File: config.mk
export PLATFORM = sky130hd
export DESIGN_NAME = iol_cell
export DESIGN_NICKNAME = d
export VERILOG_FILES = /design/src/rtl/iol_pkg.sv /design/src/rtl/iol_cell.sv
export SDC_FILE = /design/constraint.sdc
export NUM_CORES = 1
export LEC_CHECK = 0
export ABC_AREA = 0
export BUFFER_PORTS_ARGS = -buffer_cell sky130_fd_sc_hd__buf_2
export CAP_MARGIN = 20
export CORE_MARGIN = 2
export CORE_UTILIZATION = 35
export DETAILED_ROUTE_END_ITERATION = 7
export PLACE_DENSITY = 0.76
export SLEW_MARGIN = 20
export SYNTH_ARGS = -nofsm -noshare
export SYNTH_HDL_FRONTEND = slang
export SYNTH_SLANG_ARGS = --single-unit
File: constraint.sdc
create_clock -name i_clk -period 9.3 [get_ports i_clk]
set_clock_uncertainty 0.1 [all_clocks]
set_input_delay 1.86 -clock i_clk [delete_from_list [all_inputs] [get_ports i_clk]]
set_output_delay 1.86 -clock i_clk [all_outputs]
set_load 0.05 [all_outputs]
File: src/rtl/iol_pkg.sv
package iol_pkg;

    localparam int POS_W   = 7;
    localparam int VAL_W   = 32;
    localparam int OP_W    = 3;
    localparam int ST_W    = 2;
    localparam int COUNT_W = 7;

    localparam logic [OP_W-1:0] OP_READ     = 3'd0;
    localparam logic [OP_W-1:0] OP_INS_HEAD = 3'd1;
    localparam logic [OP_W-1:0] OP_INS_TAIL = 3'd2;
    localparam logic [OP_W-1:0] OP_INS_POS  = 3'd3;
    localparam logic [OP_W-1:0] OP_DELETE   = 3'd4;

    localparam logic [ST_W-1:0] ST_DONE  = 2'd0;
    localparam logic [ST_W-1:0] ST_RANGE = 2'd1;
    localparam logic [ST_W-1:0] ST_FULL  = 2'd2;

    typedef struct packed {
        logic [OP_W-1:0]         op;
        logic [POS_W-1:0]        position;
        logic signed [VAL_W-1:0] item_value;
    } t_in_word;

    typedef struct packed {
        logic signed [VAL_W-1:0] read_value;
        logic [ST_W-1:0]         status;
        logic [COUNT_W-1:0]      entry_count;
    } t_out_word;

    // per-cycle command broadcast to every cell of the row
    typedef struct packed {
        logic                    ins;
        logic                    del;
        logic signed [VAL_W-1:0] value;
    } t_cell_ctl;

endpackage

File: src/rtl/iol_cell.sv
module iol_cell #(
    parameter int INDEX = 0,
    parameter int PW    = 7
) (
    input  logic                            i_clk,
    input  iol_pkg::t_cell_ctl              i_ctl,
    input  logic [PW-1:0]                   i_pos,
    input  logic signed [iol_pkg::VAL_W-1:0] i_left,
    input  logic signed [iol_pkg::VAL_W-1:0] i_right,
    output logic signed [iol_pkg::VAL_W-1:0] o_value,
    output logic signed [iol_pkg::VAL_W-1:0] o_tap
);
    import iol_pkg::*;

    localparam logic [PW-1:0] Idx = PW'(INDEX);

    logic signed [VAL_W-1:0] r_value;
    logic signed [VAL_W-1:0] n_value;

    always_comb begin
        n_value = r_value;
        if (i_ctl.ins) begin
            // cells past the gap take their left neighbor
            if (Idx > i_pos) begin
                n_value = i_left;
            end else if (Idx == i_pos) begin
                n_value = i_ctl.value;
            end
        end else if (i_ctl.del) begin
            if (Idx >= i_pos) begin
                n_value = i_right;
            end
        end
    end

    always_ff @(posedge i_clk) begin
        r_value <= n_value;
    end

    assign o_value = r_value;
    assign o_tap   = (Idx == i_pos) ? r_value : '0;

endmodule

==> run metrics, run 1 <==
Starting DRT DRC Count=48; Critical path origin=i_pos[3]; Int Power=0.0002307 W; post-synthesis sequential area ratio=0.5093; Mapped Cells=144; met2 Track Usage GR=0.2809; crit share post-route=0.5748; sequential power share=0.546; post-CTS setup buffers=0; Final setup viols=0; Final #Nets=between 300 and 400; Comb power frac=0.138; # port buffers=137; synthesized area=1887 µm²; Hold Crit Start=i_right[14]; CTS tree=done; pin count of the biggest net entering global routing=34; Final min period=5.345 ns; final hold viol count=0; antenna violations before repair=0; leading area contributor after synthesis=edfxtp_1; via/cell ratio=4.449; top cell type's share of synthesized area=0.5093; # diodes=0; Slew Viols, Final=0; Unique masters post-synth=12; die height=77.42 µm; post-CTS sizing=0; outcome=finished, final reports clean; RSZ-0062 raised after global routing=false; VDD IR max=~0.000087 V; # DRC=0; Max Freq=~0.19 GHz; synthesized area per cell=13.10 µm²; critical setup path kind=input pin to output port; max reg flops=32; CTS H-tree lvls=2; Hold WS=1.781 ns; Fill cells=roughly 500; Initial Util=0.3671; slew margin rel.=0.3672; CP endpoint kind=output port; GR Overflow Total=0; Die W=77.42 µm; CP Launch Type=input pin; met1 usage=0.1572; Global Route Usage Sum=0.1522; clock-pin slew on the worst setup and hold paths=0.06 ns; DRT antenna net count=0; synth warn=0; Final HPWL DP=3.384 mm; CTS buffer count=5; top cells by area, synth=edfxtp_1, mux2_2, nor3_2, inv_1, buf_12; worst-path fanout max=33; routing usage on met3=0.03837; CP arrival=3.39 ns; Yosys reg bits=32; vias in the first global route=1550; Net Count, Synth=250; Die Area=5994 µm²; Psw=0.00006419 W; Clock Power Share=0.316; Clock Tree Buf Depth=2; Net Sw Frac=0.2177; setup TNS=0 ns; I/O pin count=170; class of the worst hold path=input pin to register; required time worst endpoint=~7.3 ns; routability cong.=0.6894; Leak=~1.2 nW; Rows=26; DR vias=~1.5k; first-pass detailed-route iteration total=4; worst-margin pin slew=0.9493 ns; final WL=4.544 mm; layout cells sized above 1=0.7564; first-pass GRT wire length=7.148 mm; Hold-fix buffers, CTS=0; CTS Root Cell=clkbuf_8; # clock sinks=32; gr busiest metal=met2; Syn-to-layout area delta=39.59%; WL/cell=13.17 µm; pwr dens=~110 nW/µm²; MaxCap Viol Count=0; core footprint=5140 µm²
## synthesized netlist by cell type
cell type   n
buf_6       1
buf_2       6
mux2_2     32
nor3_1      3
nor3_2     30
edfxtp_1   32
or4_4       1
or3_1       1
buf_12      3
inv_1      32
clkbuf_1    2
nor2_1      1
## area by class of cell
type                            count  area, µm²  area share
Sequential cell                    32      960.9      0.3648
Timing Repair Buffer              138      693.2      0.2632
Inverter                           32      120.1     0.04561
Multi-Input combinational cell     68      703.2      0.2670
Tap cell                           70      87.58     0.03325
Clock buffer                        5      68.82     0.02613
## path summary, 6_finish.rpt
check	cells past startpoint	end	slack, ns
worst max-delay path	4	o_tap[31]	3.95
worst min-delay path	2	o_value[14]$_DFFE_PP_	1.78
## critical path, cell delays in order
cell and delay (ns):
buf_2 0.09, or3_2 0.87, nor3_1 0.25, buf_2 0.30
## power groups by stage
stage	combinational [W]	clock [W]	sequential [W]
after floorplan	0.0000221	0	0.000167
after global placement	0.0000395	0	0.000164
after detailed placement	0.0000412	0	0.000164
after CTS	0.0000414	0.0000970	0.000161
after global routing	0.0000445	0.000103	0.000161
final	0.0000408	0.0000931	0.000161
## per-stage QoR
stage | std cells | instance area [µm²] | total power (W) | utilization | worst slack, ns
after global routing | 345 | 2634 | 0.0003088 | 0.5124 | 3.827
after floorplan | 144 | 1887 | 0.0001888 | - | 3.725
final | 345 | 2634 | 0.0002949 | 0.5124 | 3.955
after CTS | 345 | 2634 | 0.0002994 | 0.5124 | 3.946
after detailed placement | 340 | 2565 | 0.0002053 | 0.4990 | 3.946
after global placement | 340 | 2565 | 0.0002035 | 0.4990 | 3.957
## per-layer routing
layer	wire (µm)	up-vias
li1	-	751
met1	1730	696
met3	291	13
met5	0	-
met4	125	0
met2	2397	75
## cell usage in the layout (no fill, tap or decap), drive strengths merged
cell,synthesis,final
nor2,1,1
inv,32,32
nor3,33,33
or3,1,1
edfxtp,32,32
or4,1,1
mux2,32,32
clkbuf,2,5
buf,10,138
## logic make-up (layout without fill, tap and decap cells)
logic type / count (synthesis) / after routing / synth area share
DFF: 32 / 32 / 0.5093
muxes: 32 / 32 / 0.1910
buffers and inverters: 44 / 175 / 0.1214
and+or+nand+nor: 36 / 36 / 0.1784
Power figures use the tool's default switching activity.
==> run 2, diff against run 1 <==
Settings changed: ABC_AREA 0 to 1, PLACE_DENSITY 0.76 to 0.75.
Clock period 9.3 ns to 5 ns, I/O delays scaled along.
==> run metrics, run 2 <==
via/cell ratio=4.274 (-3.9%); Hold WS=0.9062 ns (-0.8750 ns); Multi-input gate area=630.6 µm² (-10%); most common cell after layout, fill and taps aside=buf_2; Max Freq=0.2823 GHz; first-pass GRT wire length=7.376 mm (+3.2%); total power=0.0005572 W (+89%); vias in the first global route=1598 (+3.1%); slew margin rel.=0.3331 (-0.03407); DP Area=2626 µm² (+2.4%); synthesized area per cell=9.158 µm² (-30%); DR vias=1791 (+17%); outcome=finished, final reports clean; Psw=0.0001293 W (+100%); Final HPWL DP=3.442 mm (+1.7%); worst-margin pin slew=0.9968 ns (+0.04757 ns); top cells by area, synth=edfxtp_1, nor3_2, inv_1, nand2_1, o21ai_0; Synth Flop Type=edfxtp_1; worst-path fanout max=33 (unchanged); clock-pin slew on the worst setup and hold paths=0.06 ns (about the same); WL/cell=11.06 µm (-16%); most frequent cells in the layout=buf_2, inv_1, nand2_1, edfxtp_1, nor3_2; Clock Power Share=0.328 (+0.012); EDFF count, synth=32 (unchanged); Final #Nets=452 (+18%); Initial Util=0.3586 (-0.008450); CTS Root Cell=clkbuf_8; pwr dens=205.9 nW/µm² (+84%); Final setup viols=0 (unchanged); FF+latch area=960.9 µm² (unchanged); post-CTS setup buffers=0 (unchanged); Unique masters post-synth=13 (+1); Die W=78.66 µm (+1.6%); Die Area=6187 µm² (+3.2%); # clock sinks=32 (unchanged); # DRC=0 (unchanged); required time worst endpoint=3.90 ns (-3.44 ns); I/O pin count=170 (unchanged); synthesized area=1951 µm² (+3.4%); Net Sw Frac=0.2321 (+0.01441); die height=78.66 µm (+1.6%); post-synthesis sequential area ratio=0.4926 (-0.01666); CTS tree=done; class of the worst hold path=input pin to register; crit share post-route=0.7086; Starting DRT DRC Count=59 (+23%); CP Launch Type=input pin; post-CTS sizing=0 (unchanged); final WL=4.634 mm (+2.0%); Syn-to-layout area delta=38.74%; first-pass detailed-route iteration total=4 (unchanged); RSZ-0062 raised after global routing=false; setup TNS=0 ns (unchanged); Hold-fix buffers, CTS=0 (unchanged); Final WS setup=1.457 ns (-2.498 ns); CP arrival=2.44 ns (-0.95 ns); # port buffers=137 (unchanged); # diodes=0 (unchanged); Final min period=between 3 and 4 ns; MaxCap Viol Count=0 (unchanged); Post-synth top cells=inv_1, edfxtp_1, nand2_1, nor3_2, o21ai_0; final hold viol count=0 (unchanged); Yosys reg bits=32 (unchanged); VDD IR max=0.0001064 V (+22%); top cell type's share of synthesized area=0.4926 (-0.01666); most common cell in the netlist=inv_1; Global Route Usage Sum=0.1522 (about the same); Mapped Cells=213 (+48%); Int Power=0.0004279 W (+85%); CP endpoint kind=output port; pin count of the biggest net entering global routing=66 (+94%); core footprint=5439 µm² (+5.8%); FFs w/ async S/R, synth=0 (unchanged); Net Count, Synth=319 (+28%); Fill cells=545 (+10%); synth warn=0 (unchanged); final instance area=2706 µm² (+2.8%); setup slack at placement=1.436 ns (-2.510 ns); Slew Viols, Final=0 (unchanged); Rows=27 (+3.8%); antenna violations before repair=0 (unchanged); Clock Tree Buf Depth=2 (unchanged); Comb power frac=0.135 (-0.003); GR Overflow Total=0 (unchanged); CTS H-tree lvls=2 (unchanged); routability cong.=0.7387 (+7.2%); Leak=1.430 nW (+15%); max reg flops=32 (unchanged); CTS buffer count=5 (unchanged); critical setup path kind=input pin to output port; DRT antenna net count=0 (unchanged); layout cells sized above 1=0.5130 (-0.2434); sequential power share=0.537 (-0.009); leading area contributor after synthesis=edfxtp_1
==> run 2: path summary, 6_finish.rpt <==
path                  start                     to  slack (ns)  cells past startpoint
hold / removal    i_ctl[20]  o_value[20]$_DFFE_PP_        0.91                      3
setup / recovery   i_pos[1]               o_tap[0]        1.46                      5
==> run 2: cells by family after synthesis <==
family          Yosys count  share of synthesized area
compound gates           32                    0.08210
flops                    32                     0.4926
simple gates             71                     0.2386
buf+inv                  78                     0.1867
==> run 2: cell type report <==
type,count,share of cell area
multi-input combinational,103,0.2330
clock buffer,7,0.02820
tap,72,0.03329
clock inverter,1,0.001387
sequential,32,0.3551
timing repair buffer,139,0.2589
inverter,65,0.09015
==> run 2: metrics by stage <==
step	cells	util
floorplan	213	-
global placement	411	0.4829
detailed placement	411	0.4829
CTS	419	0.4976
global route	419	0.4976
finish	419	0.4976
==> run 2: power groups by stage <==
stage	sequential, W	clock, W	combinational (W)
4_1_cts	0.000299	0.000191	0.0000760
5_1_grt	0.000299	0.000204	0.0000853
3_3_place_gp	0.000305	0	0.0000740
3_5_place_dp	0.000305	0	0.0000759
2_1_floorplan	0.000310	0	0.0000411
6_report	0.000299	0.000183	0.0000752
==> run 2: routing by layer <==
layer,global-route usage,up-vias,part of all wire
met5,0,-,0
met4,0.04211,0,0.0065
met3,0.04253,2,0.064
met2,0.2812,62,0.55
met1,0.1696,804,0.38
li1,-,923,-
==> run 2: critical path, cell delays in order <==
cell and delay (ns):
buf_2 0.09, nor2_1 0.13, nand2_2 0.55, nor3_1 0.34, buf_2 0.31
==> run 3, diff against run 2 <==
Settings changed: CORE_UTILIZATION 35 to 34, PLACE_DENSITY 0.75 to 0.76.
Clock period 5 ns to 3.1 ns, I/O delays scaled along.
==> run metrics, run 3 (synthesis results as in run 2) <==
outcome=finished, final reports clean; Die Area=6359 µm² (+2.8%); Final min period=2.415 ns; I/O pin count=170 (unchanged); die height=79.75 µm (+1.4%); post-CTS sizing=0 (unchanged); Net Sw Frac=0.2350 (+0.002919); MaxCap Viol Count=0 (unchanged); CP endpoint kind=output port; family with the most delay on the worst path=buffers and inverters; VDD IR max=0.0001625 V (+53%); final core utilization=0.4946 (-0.003005); Bufs and invs on worst path=3 (+1); critical path's slowest cell=buf_2; Clock Tree Buf Depth=2 (unchanged); most frequent cells in the layout=buf_2, inv_1, nand2_1, edfxtp_1, nor3_2; vias in the first global route=1589 (-0.56%); pwr dens=329.8 nW/µm² (+60%); # DRC=0 (unchanged); CP Cell Sequence=buf_2, nor2_2, nand2_2, buf_4, nor3_2, buf_2; # port buffers=137 (unchanged); via/cell ratio=4.323 (+1.1%); post-CTS setup buffers=0 (unchanged); required time worst endpoint=2.38 ns (-1.52 ns); most common cell after layout, fill and taps aside=buf_2; Worst Hold End=o_value[19]$_DFFE_PP_; # diodes=0 (unchanged); first-pass detailed-route iteration total=4 (unchanged); final hold viol count=0 (unchanged); Rows=27 (unchanged); Initial Util=0.3521 (-0.006561); Int Power=0.0006914 W (+62%); Final #Nets=454 (+0.44%); Syn-to-layout area delta=40.47%; Hold-fix buffers, CTS=0 (unchanged); Die W=79.75 µm (+1.4%); Leak=1.444 nW (+0.99%); Starting DRT DRC Count=37 (-37%); Hold WS=0.5205 ns (-0.3857 ns); Final setup viols=0 (unchanged); worst-path fanout max=33 (unchanged); Comb power frac=0.137 (+0.002); CP Launch Type=input pin; setup slack at placement=0.6915 ns (-0.7447 ns); Clock Power Share=0.329 (about the same); Final HPWL DP=3.811 mm (+11%); RSZ-0062 raised after global routing=false; Psw=0.0002124 W (+64%); worst-margin pin slew=0.5444 ns (-0.4524 ns); critical setup path kind=input pin to output port; DP Cell Count=413 (+0.49%); CTS H-tree lvls=2 (unchanged); layout cells sized above 1=0.5158 (+0.002791); DR vias=1820 (+1.6%); GR Overflow Total=0 (unchanged); CTS Root Cell=clkbuf_8; Post-Layout Cell Count=421 (+0.48%); first-pass GRT wire length=7.210 mm (-2.3%); final WL=4.823 mm (+4.1%); Final WS setup=0.6853 ns (-0.7717 ns); pin count of the biggest net entering global routing=65 (-1.5%); # clock sinks=32 (unchanged); routability cong.=0.7962 (+7.8%); setup TNS=0 ns (unchanged); CP arrival=1.69 ns (-0.75 ns); Global Route Usage Sum=0.1453 (-0.006881); WHS Path Cells=3 (unchanged); slew margin rel.=0.6371 (+0.3040); crit-path max cell delay=0.30 ns (-0.25 ns); crit share post-route=0.7789; CTS tree=done; max reg flops=32 (unchanged); WL/cell=11.46 µm (+3.6%); CTS buffer count=5 (unchanged); antenna violations before repair=0 (unchanged); core footprint=5540 µm² (+1.9%); CP dominant cell by count=buf_2; Slew Viols, Final=0 (unchanged); DRT antenna net count=0 (unchanged); clock-pin slew on the worst setup and hold paths=0.06 ns (about the same); Hold Crit Start=i_ctl[19]; sequential power share=0.535 (-0.002); Max Freq=about 0.41 GHz; class of the worst hold path=input pin to register
[run 3: worst max-delay path by stage]
stage | to | cells after the start | slack (ns) | from
final | o_tap[10] | 6 | 0.69 | i_pos[0]
after global routing | o_tap[10] | 6 | 0.62 | i_pos[0]
after CTS | o_tap[10] | 6 | 0.69 | i_pos[0]
after detailed placement | o_tap[10] | 6 | 0.69 | i_pos[0]
after global placement | o_tap[10] | 6 | 0.73 | i_pos[0]
after floorplan | o_value[0]$_DFFE_PP_ | 3 | 0.44 | i_pos[0]
[run 3: area by class of cell]
| type | count | area (µm²) |
|---|---|---|
| Inverter | 65 | 244.0 |
| Clock buffer | 7 | 76.32 |
| Multi-Input combinational cell | 103 | 636.9 |
| Sequential cell | 32 | 960.9 |
| Clock inverter | 1 | 3.754 |
| Fill cell | 552 | 2800 |
| Timing Repair Buffer | 141 | 728.2 |
| Tap cell | 72 | 90.09 |
[run 3: metrics by stage]
| stage | instance area (µm²) | power [W] |
|---|---|---|
| detailed placement | 2660 | 0.0006179 |
| CTS | 2740 | 0.0009151 |
| global placement | 2660 | 0.0006138 |
| finish | 2740 | 0.0009038 |
| global route | 2740 | 0.0009508 |
| floorplan | 1956 | 0.0005666 |
[run 3: metal layers]
layer  global-route usage  routed length (µm)
met4              0.06102                 106
met3              0.02715                 247
met1               0.1676                1905
met5                    0                   0
met2               0.2622                2564
[run 3: power groups by stage]
stage / clock network, W / registers [W] / logic (W)
after floorplan: 0 / 0.000500 / 0.0000666
after global placement: 0 / 0.000492 / 0.000122
after detailed placement: 0 / 0.000492 / 0.000126
after CTS: 0.000307 / 0.000483 / 0.000125
after global routing: 0.000329 / 0.000483 / 0.000139
final: 0.000297 / 0.000483 / 0.000124
